<file path="config.mk">
export PLATFORM = sky130hd
export DESIGN_NAME = sorted_priority_task_list_unit
export DESIGN_NICKNAME = d
export VERILOG_FILES = /design/src/sv/spt_pkg.sv /design/src/sv/spt_cell.sv /design/src/sv/sorted_priority_task_list_unit.sv
export SDC_FILE = /design/constraint.sdc
export NUM_CORES = 2
export LEC_CHECK = 0
export BUFFER_PORTS_ARGS = -buffer_cell sky130_fd_sc_hd__buf_2
export CAP_MARGIN = 20
export CORE_ASPECT_RATIO = 1.5
export CORE_MARGIN = 5
export CORE_UTILIZATION = 47
export DETAILED_ROUTE_END_ITERATION = 6
export HOLD_SLACK_MARGIN = 0.12
export PLACE_DENSITY_LB_ADDON = 0.25
export REMOVE_ABC_BUFFERS = 1
export SLEW_MARGIN = 20
export SYNTH_ARGS = -nofsm -noshare
export SYNTH_HDL_FRONTEND = slang
export SYNTH_SLANG_ARGS = --single-unit
</file>
<file path="constraint.sdc">
create_clock -name clock -period 5.1 [get_ports clock]
set_input_delay 0.255 -clock clock [delete_from_list [all_inputs] [get_ports clock]]
set_output_delay 0.255 -clock clock [all_outputs]
set_load 0.03 [all_outputs]
</file>
<file path="src/sv/spt_pkg.sv">
// Shared types and codes for the sorted priority task list.
`default_nettype none
package spt_pkg;

   // Default sizing
   localparam int DEFAULT_LIST_DEPTH    = 16;
   localparam int DEFAULT_PRIORITY_BITS = 16;

   // Fixed field widths of the request and response beats
   localparam int TAG_BITS      = 16;
   localparam int POS_BITS      = 5;
   localparam int OUT_PRIO_BITS = 16;
   localparam int OUT_CNT_BITS  = 5;

   // Request codes
   typedef enum logic [1:0] {
      REQ_INSERT = 2'd0,
      REQ_DELETE = 2'd1,
      REQ_EDIT   = 2'd2,
      REQ_NONE   = 2'd3
   } req_code_type;

   // Response status codes
   typedef enum logic [1:0] {
      ST_OK    = 2'd0,
      ST_EMPTY = 2'd1,
      ST_RANGE = 2'd2,
      ST_FULL  = 2'd3
   } status_type;

   // Command broadcast to every cell of the chain
   typedef struct packed {
      logic place;   // insert key before first entry >= key
      logic take;    // close the gap at take_idx
   } cell_cmd_type;

endpackage
`default_nettype wire

</file>
<file path="src/sv/spt_cell.sv">
// One slot of the sorted chain: holds an entry and shifts with its neighbors.
`default_nettype none
module spt_cell import spt_pkg::*; #(
   parameter int PRIORITY_BITS = DEFAULT_PRIORITY_BITS,
   parameter int COUNT_BITS    = 5,
   parameter int CELL_INDEX    = 0
) (
   input  wire                     clock,
   input  wire cell_cmd_type       cmd,
   input  wire [PRIORITY_BITS-1:0] key_prio,
   input  wire [TAG_BITS-1:0]      key_tag,
   input  wire [COUNT_BITS-1:0]    take_idx,
   input  wire [COUNT_BITS-1:0]    count,
   input  wire                     left_at,
   input  wire [PRIORITY_BITS-1:0] left_prio,
   input  wire [TAG_BITS-1:0]      left_tag,
   input  wire [PRIORITY_BITS-1:0] right_prio,
   input  wire [TAG_BITS-1:0]      right_tag,
   output logic [PRIORITY_BITS-1:0] prio,
   output logic [TAG_BITS-1:0]      tag,
   output logic                     at_pos
);

   localparam logic [COUNT_BITS-1:0] MY_IDX = COUNT_BITS'(CELL_INDEX);

   logic [PRIORITY_BITS-1:0] prio_ff, prio_in;
   logic [TAG_BITS-1:0]      tag_ff, tag_in;

   // Insertion point lies at or before this slot (empty slots always qualify)
   assign at_pos = (MY_IDX >= count) || (prio_ff >= key_prio);

   // Next entry: load key at the boundary, shift up past it, or shift down on take
   always_comb begin
      prio_in = prio_ff;
      tag_in  = tag_ff;
      if (cmd.place && at_pos) begin
         if (!left_at) begin
            prio_in = key_prio;
            tag_in  = key_tag;
         end else begin
            prio_in = left_prio;
            tag_in  = left_tag;
         end
      end else if (cmd.take && (MY_IDX >= take_idx)) begin
         prio_in = right_prio;
         tag_in  = right_tag;
      end
   end

   always_ff @(posedge clock) begin
      prio_ff <= prio_in;
      tag_ff  <= tag_in;
   end

   assign prio = prio_ff;
   assign tag  = tag_ff;

endmodule
`default_nettype wire

</file>
<file path="src/sv/sorted_priority_task_list_unit.sv">
// Top level of the sorted priority task list: request sequencer and cell chain.
//
// Usage:
//   req_* channel: one beat per request (insert, delete at position, edit
//   priority at position). rsp_* channel: exactly one beat per request with
//   status, entry count after the request and the removed entry.
//   Entries sit in a chain of LIST_DEPTH cells kept in ascending priority;
//   every cell compares against the key and shifts with its neighbors in
//   the same cycle, so an insert or delete is one chain step.
//   Steps: insert, delete and rejected requests are done in the execute
//   step, which loads the response; edit does a take step, then a place
//   step. A new request is taken the cycle after the response is loaded,
//   so no request is taken before the response of the last one is loaded.
//   The response register holds its beat while rsp_ready is low; the
//   sequencer may already take the next request and waits at its final
//   step until the response register is free.
//   Reset (synchronous) empties the list and drops any pending response;
//   slot contents are not cleared since only held slots are ever read.
`default_nettype none
module sorted_priority_task_list_unit import spt_pkg::*; #(
   parameter int LIST_DEPTH    = DEFAULT_LIST_DEPTH,
   parameter int PRIORITY_BITS = DEFAULT_PRIORITY_BITS
) (
   input  wire                        clock,
   input  wire                        reset,
   input  wire                        req_valid,
   output logic                       req_ready,
   input  wire [1:0]                  req_type,
   input  wire [15:0]                 req_new_priority,
   input  wire [TAG_BITS-1:0]         req_entry_tag,
   input  wire [POS_BITS-1:0]         req_position,
   output logic                       rsp_valid,
   input  wire                        rsp_ready,
   output logic [1:0]                 rsp_status,
   output logic [OUT_CNT_BITS-1:0]    rsp_entry_count,
   output logic [OUT_PRIO_BITS-1:0]   rsp_removed_priority,
   output logic [TAG_BITS-1:0]        rsp_removed_tag
);

   localparam int CW = $clog2(LIST_DEPTH + 1);
   localparam int WW = (CW > POS_BITS) ? CW : POS_BITS;
   localparam logic [15:0] IN_MASK = (PRIORITY_BITS >= 16) ? 16'hFFFF :
                                     16'((32'd1 << PRIORITY_BITS) - 32'd1);
   localparam logic [CW-1:0] FULL_COUNT = CW'(LIST_DEPTH);

   typedef enum logic [2:0] {
      S_IDLE  = 3'b001,
      S_EXEC  = 3'b010,
      S_PLACE = 3'b100
   } state_type;

   state_type state_ff, state_in;
   logic [CW-1:0] count_ff, count_in;

   // Captured request
   logic [1:0]               type_ff;
   logic [PRIORITY_BITS-1:0] prio_ff;
   logic [TAG_BITS-1:0]      tag_ff;
   logic [POS_BITS-1:0]      pos_ff;

   // Entry taken out by an edit, waiting to be placed again
   logic [PRIORITY_BITS-1:0] rem_prio_ff, rem_prio_in;
   logic [TAG_BITS-1:0]      rem_tag_ff, rem_tag_in;

   // Response register
   logic                     rsp_valid_ff, rsp_valid_in;
   status_type               rsp_status_ff, rsp_status_in;
   logic [CW-1:0]            rsp_count_ff, rsp_count_in;
   logic [PRIORITY_BITS-1:0] rsp_prio_ff, rsp_prio_in;
   logic [TAG_BITS-1:0]      rsp_tag_ff, rsp_tag_in;

   // Chain wiring
   cell_cmd_type             cmd;
   logic [TAG_BITS-1:0]      key_tag;
   logic [CW-1:0]            take_idx;
   logic [PRIORITY_BITS-1:0] cell_prio [LIST_DEPTH];
   logic [TAG_BITS-1:0]      cell_tag  [LIST_DEPTH];
   logic                     cell_at   [LIST_DEPTH];

   logic                     out_free;
   status_type               st;
   logic [PRIORITY_BITS-1:0] sel_prio;
   logic [TAG_BITS-1:0]      sel_tag;

   assign req_ready = (state_ff == S_IDLE);
   assign out_free  = !rsp_valid_ff || rsp_ready;
   assign take_idx  = CW'(pos_ff) - CW'(1);

   // Status of the captured request against the current count
   always_comb begin
      st = ST_OK;
      case (type_ff) inside
         REQ_INSERT: begin
            if (count_ff == FULL_COUNT) st = ST_FULL;
         end
         REQ_DELETE, REQ_EDIT: begin
            if (count_ff == '0) begin
               st = ST_EMPTY;
            end else if ((pos_ff == '0) || (WW'(pos_ff) > WW'(count_ff))) begin
               st = ST_RANGE;
            end
         end
         default: st = ST_OK;
      endcase
   end

   // Read the entry at the requested position out of the chain
   always_comb begin
      sel_prio = '0;
      sel_tag  = '0;
      for (int i = 0; i < LIST_DEPTH; i++) begin
         if (take_idx == CW'(i)) begin
            sel_prio = sel_prio | cell_prio[i];
            sel_tag  = sel_tag  | cell_tag[i];
         end
      end
   end

   // Sequencer
   always_comb begin
      state_in      = state_ff;
      count_in      = count_ff;
      cmd           = '0;
      key_tag       = tag_ff;
      rem_prio_in   = rem_prio_ff;
      rem_tag_in    = rem_tag_ff;
      rsp_valid_in  = rsp_valid_ff && !rsp_ready;
      rsp_status_in = rsp_status_ff;
      rsp_count_in  = rsp_count_ff;
      rsp_prio_in   = rsp_prio_ff;
      rsp_tag_in    = rsp_tag_ff;
      unique case (state_ff)
         S_IDLE: begin
            if (req_valid) state_in = S_EXEC;
         end
         S_EXEC: begin
            if ((type_ff == REQ_EDIT) && (st == ST_OK)) begin
               cmd.take    = 1'b1;
               count_in    = count_ff - CW'(1);
               rem_prio_in = sel_prio;
               rem_tag_in  = sel_tag;
               state_in    = S_PLACE;
            end else if (out_free) begin
               rsp_prio_in = '0;
               rsp_tag_in  = '0;
               if ((type_ff == REQ_INSERT) && (st == ST_OK)) begin
                  cmd.place = 1'b1;
                  count_in  = count_ff + CW'(1);
               end else if ((type_ff == REQ_DELETE) && (st == ST_OK)) begin
                  cmd.take    = 1'b1;
                  count_in    = count_ff - CW'(1);
                  rsp_prio_in = sel_prio;
                  rsp_tag_in  = sel_tag;
               end
               rsp_valid_in  = 1'b1;
               rsp_status_in = st;
               rsp_count_in  = count_in;
               state_in      = S_IDLE;
            end
         end
         S_PLACE: begin
            key_tag = rem_tag_ff;
            if (out_free) begin
               cmd.place     = 1'b1;
               count_in      = count_ff + CW'(1);
               rsp_valid_in  = 1'b1;
               rsp_status_in = ST_OK;
               rsp_count_in  = count_in;
               rsp_prio_in   = rem_prio_ff;
               rsp_tag_in    = rem_tag_ff;
               state_in      = S_IDLE;
            end
         end
         default: state_in = S_IDLE;
      endcase
   end

   // Control state
   always_ff @(posedge clock) begin
      if (reset) begin
         state_ff     <= S_IDLE;
         count_ff     <= '0;
         rsp_valid_ff <= 1'b0;
      end else begin
         state_ff     <= state_in;
         count_ff     <= count_in;
         rsp_valid_ff <= rsp_valid_in;
      end
   end

   // Payload registers
   always_ff @(posedge clock) begin
      if (req_valid && req_ready) begin
         type_ff <= req_type;
         prio_ff <= PRIORITY_BITS'(req_new_priority & IN_MASK);
         tag_ff  <= req_entry_tag;
         pos_ff  <= req_position;
      end
      rem_prio_ff   <= rem_prio_in;
      rem_tag_ff    <= rem_tag_in;
      rsp_status_ff <= rsp_status_in;
      rsp_count_ff  <= rsp_count_in;
      rsp_prio_ff   <= rsp_prio_in;
      rsp_tag_ff    <= rsp_tag_in;
   end

   // Cell chain
   for (genvar g = 0; g < LIST_DEPTH; g++) begin : g_cell
      logic                     l_at;
      logic [PRIORITY_BITS-1:0] l_prio, r_prio;
      logic [TAG_BITS-1:0]      l_tag, r_tag;

      if (g == 0) begin : g_first
         assign l_at   = 1'b0;
         assign l_prio = '0;
         assign l_tag  = '0;
      end else begin : g_mid
         assign l_at   = cell_at[g-1];
         assign l_prio = cell_prio[g-1];
         assign l_tag  = cell_tag[g-1];
      end

      if (g == LIST_DEPTH - 1) begin : g_last
         assign r_prio = '0;
         assign r_tag  = '0;
      end else begin : g_body
         assign r_prio = cell_prio[g+1];
         assign r_tag  = cell_tag[g+1];
      end

      spt_cell #(
         .PRIORITY_BITS (PRIORITY_BITS),
         .COUNT_BITS    (CW),
         .CELL_INDEX    (g)
      ) u_cell (
         .clock      (clock),
         .cmd        (cmd),
         .key_prio   (prio_ff),
         .key_tag    (key_tag),
         .take_idx   (take_idx),
         .count      (count_ff),
         .left_at    (l_at),
         .left_prio  (l_prio),
         .left_tag   (l_tag),
         .right_prio (r_prio),
         .right_tag  (r_tag),
         .prio       (cell_prio[g]),
         .tag        (cell_tag[g]),
         .at_pos     (cell_at[g])
      );
   end

   assign rsp_valid            = rsp_valid_ff;
   assign rsp_status           = rsp_status_ff;
   assign rsp_entry_count      = OUT_CNT_BITS'(rsp_count_ff);
   assign rsp_removed_priority = OUT_PRIO_BITS'(rsp_prio_ff);
   assign rsp_removed_tag      = rsp_tag_ff;

endmodule
`default_nettype wire

</file>
==> run summary <==
================================================================================
Antenna violations before repair ..................................            3
Commonest cells after routing, fill and taps aside ................ edfxtp_1, nand2_1, o21ai_0
Sequential-to-total area share from yosys stat ....................        46.8%
Insertion delay to the later sink of the worst-skew pair ..........      0.69 ns
Yosys top cell by area ............................................     edfxtp_1
Number of flops mapped to enable cells by yosys ...................          622
DRC viols .........................................................            0
Fraction of post-synthesis cell area in the top cell type by area .        46.4%
Fraction of registers with async set or reset after synthesis .....           0%
Worst Skew ........................................................    0.0281 ns
Post-Synthesis Cells ..............................................         3909
Flip-flop and latch count after synthesis .........................          631
Post-synth design cell area .......................................    40300 µm²
Final RePlAce weighted congestion .................................         1.10
Die height ........................................................       369 µm
CP required .......................................................      5.53 ns
Post-synth cell types .............................................           98
All-layer global routing usage ....................................        34.8%
Post-layout net count .............................................         4303
First-pass GRT wire length ........................................       236 mm
Cell Rows .........................................................          131
Average instance area after synthesis .............................     10.3 µm²
Crit share post-route .............................................        85.9%
Warnings, synthesis ...............................................            0
# setup viols final ...............................................            0
Initial core utilization ..........................................        47.4%
Violation count after the first detailed-route iteration ..........         4435
Die Outline Area ..................................................    91800 µm²
Level count of the clock H-tree ...................................            3
Vias per cell .....................................................         6.81
Crit Path Max Fanout ..............................................           16
Ports .............................................................           84
Leak pwr ..........................................................      17.3 nW
Number of maximum-capacitance constraint violations ...............            0
Area of the multi-input gates .....................................    20300 µm²
Number of input and output port buffers inserted ..................           83
Shortest period the worst path allows .............................      4.38 ns
Vias after detailed routing .......................................        35193
Antenna-violating nets left .......................................            0
Relative max-transition margin ....................................        15.0%
Dpl ws ............................................................     0.866 ns
Data arrival time of the critical path ............................      4.81 ns
Pin slew with the least headroom to its limit .....................      1.27 ns
Worst voltage drop across the vdd grid ............................     0.219 mV
Setup repair after global routing missed its margin ...............           no
Most common cell after layout, fill and taps aside ................     edfxtp_1
Cell chosen for the clock root ....................................    clkbuf_16
Standard cell core area ...........................................    85100 µm²
Total number of clock tree sinks ..................................          631
Remaining global-route overflow ...................................            0
First-pass iteration count of the detailed router .................            6
Number of CTS-inserted buffers ....................................           68
Worst setup path class ............................................      reg2reg
Clock tree from TritonCTS .........................................         done
Top post-synthesis cells by area .................................. edfxtp_1, mux2i_1, ha_1
Share of post-route cells with drive strength above 1 .............        12.0%
Critical Path End Type ............................................     register
Max Fclk ..........................................................      228 MHz
WL/cell ...........................................................      32.2 µm
Fill cell instance count of the final layout ......................         7527
Max-slew violation count ..........................................            0
Layout Area Growth over Synthesis .................................        13.1%
Register Area .....................................................    18900 µm²
Hold Violations, Final ............................................            0
Final WL ..........................................................       167 mm
Final worst-path setup slack ......................................     0.721 ns
Status ............................................................    completed
Largest net degree at the start of global routing .................           75
Die Span X ........................................................       249 µm
Hold/Removal Path Class ...........................................       in2reg
Nature of the critical path startpoint ............................     register
Final hold slack ..................................................     0.281 ns
Number of global-route vias before repair .........................        34237
Half-perimeter wire length after detailed placement ...............       115 mm
Total power per unit cell area ....................................   282 nW/µm²
Clk pin slew, worst setup/hold paths ..............................      0.06 ns
Buffer levels on the longest clock path ...........................            3
Buffers inserted during post-CTS setup optimization ...............            0
Ys flop type ......................................................     edfxtp_1
================================================================================
-- registers in the layout, indices dropped and copies added (netlist names) --
signal / count
prio_ff: 16
rsp_removed_tag: 16
rsp_entry_count: 5
type_ff: 2
state_ff: 3
g_cell.u_cell.tag: 256
rem_prio_ff: 16
count_ff: 5
rsp_status: 2
g_cell.u_cell.prio: 256
pos_ff: 5
rsp_removed_priority: 16
rem_tag_ff: 16
tag_ff: 16
rsp_valid: 1
-- worst paths after layout --
| check | startpoint | end | slack (ns) | depth (start not counted) |
|---|---|---|---|---|
| worst max-delay path | prio_ff[5] | g_cell[0].u_cell.tag[6] | 0.72 | 10 |
| worst min-delay path | req_entry_tag[13] | tag_ff[13] | 0.28 | 2 |
| worst max register to register | prio_ff[5] | g_cell[0].u_cell.tag[6] | 0.72 | 10 |
| worst min register to register | rem_prio_ff[1] | rsp_removed_priority[1] | 0.54 | 1 |
-- cell usage after synthesis, types with 50 or more instances --
cell type / n
ha_1: 273
mux2i_1: 383
nor2_1: 204
a21oi_1: 154
a222oi_1: 50
o22ai_1: 51
a22oi_1: 87
buf_2: 116
inv_1: 76
edfxtp_1: 622
clkbuf_1: 159
o21ai_0: 533
nand2_1: 547
-- routing by layer --
| metal | vias to the layer above | global-route usage (%) | wire length [µm] |
|---|---|---|---|
| met5 | - | 0.688 | 101 |
| met4 | 6 | 28.6 | 17500 |
| met3 | 848 | 7.37 | 16700 |
| met2 | 2463 | 56.7 | 76000 |
| met1 | 16794 | 39.4 | 56300 |
| li1 | 15082 | - | - |
-- stage by stage --
stage               power (W)   TNS, ns  utilization [%]  std cells  cell area (µm²)
floorplan             0.00683  -1739.17                -       3615            39000
finish                 0.0128         0             53.5       5170            45600
global placement      0.00757         0             50.4       5004            42900
detailed placement    0.00759         0             50.4       5004            42900
CTS                    0.0128         0             53.5       5168            45500
global route           0.0132         0             53.5       5169            45600
-- critical path, cell delays in order, from the launching register on --
cell and delay [ns]:
edfxtp_1 0.75, inv_1 0.40, buf_4 0.32, ha_1 0.31, o2111ai_1 0.09, o21ai_0 0.51
nand4_1 0.31, and2_2 0.29, nor2_4 0.35, buf_4 0.39, mux2_2 0.38
-- repair_timing --
item                      CTS  global route
hold endpoints to repair   48             0
hold buffers               43             0
gates resized for setup     0             0
-- where the power goes --
| group | switching [W] | internal, W |
|---|---|---|
| clock | 0.00231 | 0.00295 |
| combinational | 0.00121 | 0.000579 |
| sequential | 0.0000737 | 0.00572 |
| total | 0.00359 | 0.00926 |
-- logic make-up (layout without fill, tap and decap cells) --
kind of cell	after synthesis	in the layout	share of synthesized area, %
buf+inv	373	502	3.98
fa+ha+maj	273	273	8.48
mux	423	423	10.6
compound gates	1216	1216	19.2
other cells	0	2	0
simple gates	984	984	10.7
xor+xnor	9	9	0.196
flops	631	631	46.8
-- final cells by class --
type / count / area share, %
clock buffer: 88 / 4.01
sequential: 631 / 41.4
clock inverter: 33 / 0.893
tap: 1130 / 3.10
multi-input combinational: 2905 / 44.5
antenna: 2 / 0.0110
timing repair buffer: 302 / 5.39
inverter: 79 / 0.651
(Power assumes the default switching activity.)
